$ cat src/dqpd_pkg.sv
// Shared types and codes for the deque with prefix duplicate.
`timescale 1ns / 1ps

package dqpd_pkg;

    typedef enum logic [1:0] {
        REQ_PUSH_FRONT = 2'd0,
        REQ_PUSH_BACK  = 2'd1,
        REQ_POP_FRONT  = 2'd2,
        REQ_DUP        = 2'd3
    } t_req;

    typedef enum logic [1:0] {
        ST_OK    = 2'd0,
        ST_EMPTY = 2'd1,
        ST_SHORT = 2'd2,
        ST_FULL  = 2'd3
    } t_status;

    // controller -> datapath
    typedef struct packed {
        logic    load_req;
        logic    push_front;
        logic    push_back;
        logic    pop_rd;
        logic    pop_cap;
        logic    set_stat;
        t_status stat;
        logic    copy_start;
        logic    copy_run;
        logic    copy_commit;
        logic    load_out;
    } t_cmd;

    // datapath -> controller
    typedef struct packed {
        t_req req;
        logic full;
        logic empty;
        logic k_zero;
        logic k_short;
        logic k_over;
        logic copy_done;
    } t_sts;

endpackage

$ cat src/dqpd_ctrl.sv
// Request sequencer: decides each request and steps pop and copy work.
`timescale 1ns / 1ps

module dqpd_ctrl (
    input  logic          i_clk,
    input  logic          i_rst_n,
    input  logic          i_in_valid,
    output logic          o_in_stall,
    input  logic          i_out_stall,
    output logic          o_out_valid,
    input  dqpd_pkg::t_sts i_sts,
    output dqpd_pkg::t_cmd o_cmd
);

    import dqpd_pkg::*;

    typedef enum logic [2:0] {
        S_IDLE,
        S_EXEC,
        S_POP_WAIT,
        S_COPY,
        S_RESP
    } t_state;

    t_state r_state, n_state;
    logic   r_out_valid, n_out_valid;
    t_cmd   cmd;

    always_comb begin
        cmd     = '0;
        n_state = r_state;
        unique case (r_state)
            S_IDLE: begin
                if (i_in_valid) begin
                    cmd.load_req = 1'b1;
                    n_state      = S_EXEC;
                end
            end
            S_EXEC: begin
                cmd.set_stat = 1'b1;
                cmd.stat     = ST_OK;
                n_state      = S_RESP;
                unique case (i_sts.req)
                    REQ_PUSH_FRONT: begin
                        if (i_sts.full) cmd.stat = ST_FULL;
                        else cmd.push_front = 1'b1;
                    end
                    REQ_PUSH_BACK: begin
                        if (i_sts.full) cmd.stat = ST_FULL;
                        else cmd.push_back = 1'b1;
                    end
                    REQ_POP_FRONT: begin
                        if (i_sts.empty) begin
                            cmd.stat = ST_EMPTY;
                        end else begin
                            cmd.pop_rd = 1'b1;
                            n_state    = S_POP_WAIT;
                        end
                    end
                    REQ_DUP: begin
                        if (i_sts.k_zero) begin
                            cmd.stat = ST_OK;
                        end else if (i_sts.k_short) begin
                            cmd.stat = ST_SHORT;
                        end else if (i_sts.k_over) begin
                            cmd.stat = ST_FULL;
                        end else begin
                            cmd.copy_start = 1'b1;
                            n_state        = S_COPY;
                        end
                    end
                    default: cmd.stat = ST_OK;
                endcase
            end
            S_POP_WAIT: begin
                cmd.pop_cap = 1'b1;
                n_state     = S_RESP;
            end
            S_COPY: begin
                if (i_sts.copy_done) begin
                    cmd.copy_commit = 1'b1;
                    n_state         = S_RESP;
                end else begin
                    cmd.copy_run = 1'b1;
                end
            end
            S_RESP: begin
                if (!r_out_valid || !i_out_stall) begin
                    cmd.load_out = 1'b1;
                    n_state      = S_IDLE;
                end
            end
            default: n_state = S_IDLE;
        endcase
    end

    always_comb begin
        n_out_valid = r_out_valid;
        if (cmd.load_out) n_out_valid = 1'b1;
        else if (!i_out_stall) n_out_valid = 1'b0;
    end

    always_ff @(posedge i_clk) begin
        if (!i_rst_n) begin
            r_state     <= S_IDLE;
            r_out_valid <= 1'b0;
        end else begin
            r_state     <= n_state;
            r_out_valid <= n_out_valid;
        end
    end

    assign o_cmd       = cmd;
    assign o_in_stall  = (r_state != S_IDLE);
    assign o_out_valid = r_out_valid;

endmodule

$ cat config.mk
export PLATFORM = sky130hd
export DESIGN_NAME = dqpd_ctrl
export DESIGN_NICKNAME = d
export VERILOG_FILES = /design/src/dqpd_pkg.sv /design/src/dqpd_ctrl.sv
export SDC_FILE = /design/constraint.sdc
export NUM_CORES = 1
export LEC_CHECK = 0
export ABC_AREA = 1
export BUFFER_PORTS_ARGS = -buffer_cell sky130_fd_sc_hd__buf_2
export CAP_MARGIN = 20
export CORE_AREA = 2 2 39 41
export CTS_BUF_LIST = sky130_fd_sc_hd__clkbuf_16
export DETAILED_ROUTE_END_ITERATION = 10
export DIE_AREA = 0 0 41 43
export GPL_TIMING_DRIVEN = 0
export PLACE_DENSITY = 0.63
export SKIP_CTS_REPAIR_TIMING = 1
export SKIP_LAST_GASP = 1
export SYNTH_ARGS = -nofsm -noshare
export SYNTH_HDL_FRONTEND = slang
export SYNTH_SLANG_ARGS = --single-unit
$ cat constraint.sdc
create_clock -name i_clk -period 1.1 [get_ports i_clk]
set_input_delay 0.055 -clock i_clk [delete_from_list [all_inputs] [get_ports i_clk]]
set_output_delay 0.055 -clock i_clk [all_outputs]
set_load 0.02 [all_outputs]
==> summary.txt, run 1 <==
GRT
  – GR Overflow Total: 0
  – Grt met2 use: 0.1969
  – Met1 Usage GRT: 0.1058
  – Number of global-route vias before repair: 372
  – First-pass GRT wire length: 1.317 mm
  – GR Util met3: 0.06283
  – Busiest grt layer: met2
  – GRT Total Usage: 0.1113
  – Initial antenna violation count: 0
  – Largest net degree at the start of global routing: 7

Worst setup path
  – Slowest stage cell, crit path: dfxtp_2
  – Worst setup path startpoint: r_state[2]
  – Crit path max fanout: 4
  – Crit end category: output pin
  – Type of origin of the critical path: register
  – Crit path max-delay family: simple AND/OR/NAND/NOR gates
  – CP cell instances: inv_4, nand2_4, nor2_4, nand2_2, nor3b_2, buf_4
  – CP max stage delay: 310 ps
  – Critical path class: register to output pin
  – Arr. time, crit path: 1210 ps
  – CP bufs+invs: 2
  – CP Data Required Time: 1040 ps
  – Launch point of the worst reg-to-reg path: r_state[2]

Power
  – Clk pwr share: 0.479
  – Lkg Pwr: 0.0004216 µW
  – Total power: 1168 µW
  – Power Density: 1475 mW/mm²
  – Sequential share of power: 0.159
  – Sw frac: 0.2916
  – Internal power: 827.6 µW
  – Logic pwr share: 0.361
  – P_sw: 340.7 µW
  – Max VDD drop: 1.313 mV

Outcome
  – Failing checks: negative setup slack
  – Status: complete, but fails checks

Die
  – Height of the die: 43 µm
  – # rows: 14
  – Die area: 0.001763 mm²
  – Die extent in x: 41 µm
  – I/O Pins: 26
  – Core Box Area: 0.001384 mm²
  – Initial Util: 0.2559

Routing
  – WL/cell: 10.28 µm
  – Final WL: 1.193 mm
  – Final ANT Viol Nets: 0
  – Vias: 538
  – Post-route DRC: 0
  – Pre-antenna DRT Iters: 4
  – Starting DRT DRC Count: 11
  – Vias per cell: 4.638

Finish
  – Seq. cell area: 86.33 µm²
  – Fill cells: 128
  – Area Growth Syn to Fin: 123.7%
  – Layout net count: 114
  – Layout cells sized above 1: 0.6700
  – Fin area: 792.0 µm²
  – Antenna cell count: 0
  – Multi-input logic area: 301.5 µm²

Clock tree
  – TritonCTS buffer count: 3
  – CTS tree: done
  – CTS Buffer Depth: 2
  – CTS root buf: clkbuf_16
  – Clock slew at reported path FFs: 30 ps
  – Clk_lat worst skew: 220 ps
  – Clock sinks: 4
  – H-tree levels: 1

Flow run
  – Max cap viols: 0

Hold path
  – Hold Crit Class: input port to register
  – Worst Hold Launch: i_rst_n

Synthesis
  – Synth warn: 0
  – FF+latch count, synth: 4
  – Seq/Total Area, Yosys: 0.2261
  – Syn nets: 76
  – Synthesized area: 354.1 µm²
  – Synth unique cells: 14
  – Post-synthesis cell count: 64
  – Mean post-synth cell area: 5.533 µm²

Placement
  – GPL Wtd Cong: 0.7717
  – Final HPWL DP: 743.3 µm
  – Port-buffer cells: 25
  – Area after DPL: 506.7 µm²

Timing
  – Setup Skew: 2.451 ps
  – Final hold viol count: 0
  – Hold WS: 74.70 ps
  – Slew Viols, Final: 0
  – Max Clk Rate: 0.7927 GHz
  – Worst-margin pin slew: 212.1 ps
  – RSZ-0062 raised after global routing: true
  – Final Critical Period: 1262 ps
  – Worst slew margin: 0.8581
  – Finish-stage setup viols: 14
  – Period utilization: 1.147
  – Setup slack after layout: -161.5 ps
-- power by group through the flow --
stage | Clock (µW) | Combinational [µW] | Sequential (µW)
5_1_grt | 582 | 452 | 190
3_3_place_gp | 0 | 263 | 176
2_1_floorplan | 0 | 182 | 179
6_report | 560 | 422 | 186
3_5_place_dp | 0 | 265 | 176
4_1_cts | 570 | 266 | 175
-- tightest hold or removal path, stage by stage --
cell and delay [ps]:
buf_2 110, nand2_1 60, nor2_1 40
-- path summary, 6_finish.rpt --
kind / slack, ps / end / depth (start not counted)
max: -160 / o_cmd[4] / 6
min: 70 / r_state[2] / 3
max reg2reg: -90 / r_state[0] / 9
min reg2reg: 490 / o_out_valid / 2
-- cells by family (layout without fill, tap and decap cells) --
group / count (synthesis) / in the layout / synth area share
and+or+nand+nor: 41 / 41 / 0.5442
DFF: 4 / 4 / 0.2262
buffers and inverters: 14 / 50 / 0.1590
AOI/OAI and AO/OA: 5 / 5 / 0.07066
-- per-layer routing --
metal / share of wire / routed length [µm]
met5: 0 / 0
met1: 0.38 / 457
met4: 0 / 0
met3: 0.065 / 77
met2: 0.55 / 658
-- state kept, by name, indices dropped and copies added, names as in the netlist --
| signal | count |
|---|---|
| r_state | 3 |
| o_out_valid | 1 |
-- final cells by class --
type,count,area share
multi-input combinational,46,0.3807
timing repair buffer,34,0.3223
sequential,4,0.1090
clock buffer,3,0.09479
inverter,13,0.06793
tap,16,0.02528
-- synthesized netlist by cell type (all sizes together) --
library cell  instances  area [µm²]
nand3                 2       10.01
nand4                 2       12.51
nor3                  3       15.01
buf                   1       7.510
dfxtp                 4       80.08
or2                   1       6.260
inv                  13       48.80
nor2                 15       71.32
a21oi                 5       25.02
nor3b                 2       15.01
nand2                16       62.56
-- metrics by stage --
stage | utilization | instances | TNS [ps] | setup WS, ps
after floorplan | - | 64 | -449.3 | -158.0
after global placement | 0.3662 | 105 | -45.30 | -34.57
after detailed placement | 0.3662 | 105 | -47.37 | -37.00
after CTS | 0.4204 | 108 | -1656 | -275.8
after global routing | 0.5723 | 116 | -2082 | -209.7
final | 0.5723 | 116 | -1283 | -161.5
-- layout by cell type (no fill, tap or decap), drive strengths merged --
master and n:
clkbuf 3, nand2 16, a21oi 5, nor3 3, or2 1, dfxtp 4
inv 13, buf 34, nor2 15, nand3 2, nor3b 2, nand4 2
(Power assumes the default switching activity.)
==> run 2, diff against run 1 <==
- TNS_END_PERCENT: not set -> 1
==> summary.txt, run 2 (synthesized netlist as in run 1, its figures left out) <==
Power
  – Logic pwr share: 0.312 (-0.049)
  – Power Density: 1631 mW/mm² (+11%)
  – P_sw: 313.4 µW (-8.0%)
  – Lkg Pwr: 0.0003904 µW (-7.4%)
  – Internal power: 774.0 µW (-6.5%)
  – Sequential share of power: 0.170 (+0.011)
  – Max VDD drop: 0.9188 mV (-30%)
  – Clk pwr share: 0.519 (+0.040)
  – Sw frac: 0.2882 (-0.003409)

Worst setup path
  – Launch point of the worst reg-to-reg path: r_state[2]
  – CP max stage delay: 310 ps (about the same)
  – R2R setup slack: -70 ps (+20 ps)
  – Critical path class: register to output pin
  – CP Data Required Time: 1040 ps (about the same)
  – CP bufs+invs: 3 (+1)
  – Arr. time, crit path: 1230 ps (+20 ps)
  – Crit path max-delay family: simple AND/OR/NAND/NOR gates
  – Slowest stage cell, crit path: dfxtp_2
  – Type of origin of the critical path: register
  – Worst reg2reg path depth: 9 (unchanged)
  – Crit end category: output pin
  – R2r endpoint: r_state[2]
  – Crit path max fanout: 5 (+1)
  – CP cell instances: inv_4, nand2_4, nor2_4, inv_2, nor3_1, buf_2

Timing
  – Max Clk Rate: 0.7752 GHz (-2.2%)
  – Period utilization: 1.173 (+0.02584)
  – Setup slack after layout: -189.9 ps (-28.43 ps)
  – Final hold viol count: 0 (unchanged)
  – Slew Viols, Final: 0 (unchanged)
  – Finish-stage setup viols: 12 (-2)
  – Final Critical Period: 1290 ps (+28.43 ps)
  – Worst slew margin: 0.8712 (+0.01314)
  – Setup Skew: 2.616 ps (+0.1653 ps)
  – RSZ-0062 raised after global routing: true
  – Setup TNS: -1487 ps (-203.6 ps)
  – Worst-margin pin slew: 192.6 ps (-19.50 ps)

Clock tree
  – H-tree levels: 1 (unchanged)
  – Clk_lat worst skew: 220 ps (about the same)
  – Clock sinks: 4 (unchanged)
  – CTS tree: done
  – Clock slew at reported path FFs: 30 ps (about the same)
  – TritonCTS buffer count: 3 (unchanged)
  – CTS root buf: clkbuf_16
  – CTS Buffer Depth: 2 (unchanged)

Routing
  – Vias per cell: 4.307 (-7.1%)
  – Starting DRT DRC Count: 4 (-7)
  – Final ANT Viol Nets: 0 (unchanged)
  – Post-route DRC: 0 (unchanged)
  – Vias: 491 (-8.7%)
  – Final WL: 1.076 mm (-9.8%)
  – Pre-antenna DRT Iters: 4 (unchanged)
  – WL/cell: 9.439 µm (-8.2%)

Finish
  – Max reg flops: 3 (unchanged)
  – Layout net count: 112 (-1.8%)
  – Layout cells sized above 1: 0.5102 (-0.1598)
  – Commonest non-fill, non-tap cell in the layout: buf_2
  – Most frequent cells in the layout: 22 x buf_2, 14 x nand2_1, 12 x nor2_1, 10 x inv_1, 10 x buf_4
  – Fill cells: 146 (+14%)
  – Antenna cell count: 0 (unchanged)
  – Top reg by flops: r_state
  – Non-Filler Instances: 114 (-1.7%)
  – Util after Layout: 0.4819 (-0.09042)
  – Area Growth Syn to Fin: 88.34%

Placement
  – Placed insts: 105 (unchanged)
  – Port-buffer cells: 25 (unchanged)
  – Final HPWL DP: 796.5 µm (+7.2%)
  – GPL Wtd Cong: 0.7870 (+2.0%)
  – DP Worst Slack: -22.98 ps (+14.01 ps)

Die
  – Die area: 0.001763 mm² (unchanged)
  – Initial Util: 0.2559 (unchanged)
  – I/O Pins: 26 (unchanged)
  – Core Box Area: 0.001384 mm² (unchanged)
  – Die extent in x: 41 µm (unchanged)
  – Height of the die: 43 µm (unchanged)
  – # rows: 14 (unchanged)

GRT
  – Initial antenna violation count: 0 (unchanged)
  – First-pass GRT wire length: 1.600 mm (+21%)
  – GR Overflow Total: 0 (unchanged)
  – Number of global-route vias before repair: 406 (+9.1%)
  – GRT Total Usage: 0.1353 (+0.02394)
  – Largest net degree at the start of global routing: 7 (unchanged)

Outcome
  – Failing checks: negative setup slack
  – Status: complete, but fails checks

Hold path
  – Hold Crit Class: input port to register
  – Cell depth of the worst min-delay path: 3 (unchanged)
  – Hold endpoint: r_state[2]
  – Worst Hold Launch: i_rst_n

Flow run
  – Max cap viols: 0 (unchanged)
## run 2: cell count changes in the layout (fill, tap and decap cells not counted), sizes merged
cell and delta:
buf -2
## run 2: routing by layer
metal	up-vias	track usage	part of all wire
met4	0	0.08000	0.014
met5	-	0	0
li1	264	-	-
met2	9	0.1906	0.53
met3	2	0.04712	0.033
met1	216	0.1693	0.42
## run 2: how the worst max path moves through the flow
| stage | startpoint | to | slack (ps) | cells past startpoint |
|---|---|---|---|---|
| floorplan | r_state[0] | o_cmd[10] | -160 | 4 |
| global placement | r_state[0] | o_cmd[4] | -10 | 5 |
| detailed placement | r_state[0] | o_cmd[4] | -20 | 5 |
| CTS | r_state[0] | o_cmd[4] | -260 | 5 |
| global route | r_state[0] | o_cmd[4] | -240 | 5 |
| finish | r_state[2] | o_cmd[10] | -190 | 6 |
## run 2: final cells by class
cell class	instances	area, µm²	area share
Inverter	13	51.30	0.07692
Buffer	1	7.507	0.01126
Tap cell	16	20.02	0.03002
Sequential cell	4	86.33	0.1295
Clock buffer	3	75.07	0.1126
Timing Repair Buffer	31	177.7	0.2664
Multi-Input combinational cell	46	249.0	0.3734
## run 2: power groups by stage
| stage | clock [µW] | combinational [µW] | sequential (µW) |
|---|---|---|---|
| CTS | 566 | 266 | 174 |
| finish | 564 | 339 | 184 |
| global placement | 0 | 262 | 176 |
| detailed placement | 0 | 264 | 177 |
| global route | 580 | 371 | 186 |
| floorplan | 0 | 180 | 179 |
## run 2: worst register-to-register path, delay by kind of cell (launching register included)
family	cells	cell delay, ps
buffers and inverters	4	400
and+or+nand+nor	5	350
DFF	1	330
## run 2: stage by stage
stage	area, µm²	total power, µW	hold WS [ps]
floorplan	359.1	359.0	181.0
global placement	504.2	438.1	299.7
detailed placement	504.2	440.7	304.2
CTS	579.3	1007	88.46
global route	666.9	1137	89.62
finish	666.9	1087	78.15
==> run 3, diff against run 2 <==
- CTS_BUF_LIST: sky130_fd_sc_hd__clkbuf_16 -> sky130_fd_sc_hd__clkbuf_4 sky130_fd_sc_hd__clkbuf_8
==> summary.txt, run 3 (synthesized netlist as in run 1, its figures left out) <==
GRT
  – Largest net degree at the start of global routing: 7 (unchanged)
  – GRT Total Usage: 0.1313 (-0.004008)
  – First-pass GRT wire length: 1.600 mm (unchanged)
  – Initial antenna violation count: 0 (unchanged)
  – Number of global-route vias before repair: 409 (+0.74%)
  – GR Overflow Total: 0 (unchanged)

Clock tree
  – CTS tree: done
  – CTS Buffer Depth: 2 (unchanged)
  – CTS root buf: clkbuf_4
  – Clk_lat worst skew: 230 ps (about the same)
  – TritonCTS buffer count: 3 (unchanged)
  – Clock sinks: 4 (unchanged)
  – Clock slew at reported path FFs: 30 ps (about the same)
  – H-tree levels: 1 (unchanged)

Placement
  – Area after DPL: 504.2 µm² (unchanged)
  – Port-buffer cells: 25 (unchanged)
  – Final HPWL DP: 796.5 µm (unchanged)
  – GPL Wtd Cong: 0.7870 (unchanged)

Routing
  – Final WL: 1.086 mm (+0.93%)
  – Post-route DRC: 0 (unchanged)
  – Pre-antenna DRT Iters: 4 (unchanged)
  – Starting DRT DRC Count: 5 (+1)
  – Vias per cell: 4.439 (+3.1%)
  – WL/cell: 9.526 µm (+0.93%)
  – Vias: 506 (+3.1%)
  – Final ANT Viol Nets: 0 (unchanged)

Finish
  – Fin area: 619.3 µm² (-7.1%)
  – Multi-input logic area: 254.0 µm² (+2.0%)
  – Max reg flops: 3 (unchanged)
  – Layout cells sized above 1: 0.5204 (+0.01020)
  – Commonest non-fill, non-tap cell in the layout: buf_2
  – Area Growth Syn to Fin: 74.91%
  – Layout net count: 112 (unchanged)
  – Top reg by flops: r_state
  – Most frequent cells in the layout: 22 x buf_2, 14 x nand2_1, 12 x nor2_1, 10 x inv_1, 10 x buf_4
  – Antenna cell count: 0 (unchanged)
  – Fill cells: 153 (+4.8%)
  – Seq. cell area: 86.33 µm² (unchanged)

Worst setup path
  – Worst reg2reg path depth: 9 (unchanged)
  – Critical path class: register to output pin
  – CP Data Required Time: 1040 ps (about the same)
  – Crit end category: output pin
  – Crit path max fanout: 5 (unchanged)
  – Launch point of the worst reg-to-reg path: r_state[2]
  – Type of origin of the critical path: register
  – R2R setup slack: -80 ps (about the same)
  – Arr. time, crit path: 1240 ps (about the same)
  – R2r endpoint: r_state[2]

Die
  – Initial Util: 0.2559 (unchanged)
  – Die area: 0.001763 mm² (unchanged)
  – # rows: 14 (unchanged)
  – Die extent in x: 41 µm (unchanged)
  – Height of the die: 43 µm (unchanged)
  – I/O Pins: 26 (unchanged)
  – Core Box Area: 0.001384 mm² (unchanged)

Timing
  – Period utilization: 1.177 (+0.004191)
  – Final hold viol count: 0 (unchanged)
  – Slew Viols, Final: 0 (unchanged)
  – Worst slew margin: 0.8727 (+0.001521)
  – Setup slack after layout: -194.5 ps (-4.610 ps)
  – Finish-stage setup viols: 13 (+1)
  – Final Critical Period: 1295 ps (+4.610 ps)
  – Max Clk Rate: 0.7725 GHz (-0.36%)
  – Worst-margin pin slew: 190.4 ps (-2.274 ps)
  – Setup TNS: -1618 ps (-130.9 ps)
  – RSZ-0062 raised after global routing: true
  – Setup Skew: 4.142 ps (+1.526 ps)

Hold path
  – Worst Hold Launch: i_rst_n
  – Hold Crit Class: input port to register
  – Hold endpoint: r_state[2]
  – Cell depth of the worst min-delay path: 3 (unchanged)

Outcome
  – Status: complete, but fails checks
  – Failing checks: negative setup slack

Power
  – Max VDD drop: 0.4860 mV (-47%)
  – Sw frac: 0.3881 (+0.09992)
  – Clk pwr share: 0.255 (-0.264)
  – Sequential share of power: 0.261 (+0.091)
  – Total power: 705.7 µW (-35%)
  – Power Density: 1139 mW/mm² (-30%)
  – Lkg Pwr: 0.0003679 µW (-5.8%)
  – P_sw: 273.9 µW (-13%)
  – Internal power: 431.8 µW (-44%)
  – Logic pwr share: 0.484 (+0.172)

Flow run
  – Max cap viols: 0 (unchanged)
-- run 3: cell count changes in the layout (fill, tap and decap cells not counted) --
cell / change
nor3_1: -1
clkbuf_4: +3
clkbuf_16: -3
nor3_2: +1
-- run 3: layout make-up --
| type | instances | area share |
|---|---|---|
| Buffer | 1 | 0.01212 |
| Clock buffer | 3 | 0.03636 |
| Inverter | 13 | 0.08283 |
| Multi-Input combinational cell | 46 | 0.4101 |
| Sequential cell | 4 | 0.1394 |
| Tap cell | 16 | 0.03232 |
| Timing Repair Buffer | 31 | 0.2869 |
-- run 3: how the worst max path moves through the flow --
stage               start   endpoint  slack (ps)  depth (start not counted)
2_1_floorplan  r_state[0]  o_cmd[10]        -160                          4
3_3_place_gp   r_state[0]   o_cmd[4]         -10                          5
3_5_place_dp   r_state[0]   o_cmd[4]         -20                          5
4_1_cts        r_state[0]   o_cmd[4]        -280                          5
5_1_grt        r_state[0]   o_cmd[4]        -260                          5
6_report       r_state[2]   o_cmd[4]        -190                          6
-- run 3: routing by layer --
layer	part of all wire	up-vias	global-route usage
li1	-	263	-
met1	0.42	233	0.1693
met2	0.55	8	0.1969
met3	0.021	2	0.01571
met4	0.010	0	0.08000
met5	0	-	0
-- run 3: per-stage QoR --
step / hold WS, ps / instances / util / setup WS, ps
after detailed placement: 304.2 / 105 / 0.3644 / -22.98
after CTS: 75.07 / 108 / 0.3807 / -284.1
final: 73.26 / 114 / 0.4476 / -194.5
after global routing: 86.34 / 114 / 0.4476 / -262.3
after global placement: 299.7 / 105 / 0.3644 / -14.63
after floorplan: 181.0 / 64 / - / -158.0
-- run 3: worst max-delay path, stage by stage, from the launching register on --
cell     delay [ps]
dfxtp_2         320
inv_4            70
nand2_4          60
nor2_4          170
nand2_2          80
nor3b_2         150
buf_4           160
-- run 3: power groups by stage --
stage	logic (µW)	clock network, µW	registers, µW
finish	341	180	184
global route	374	197	186
CTS	268	186	174
detailed placement	264	0	177
global placement	262	0	176
floorplan	180	0	179
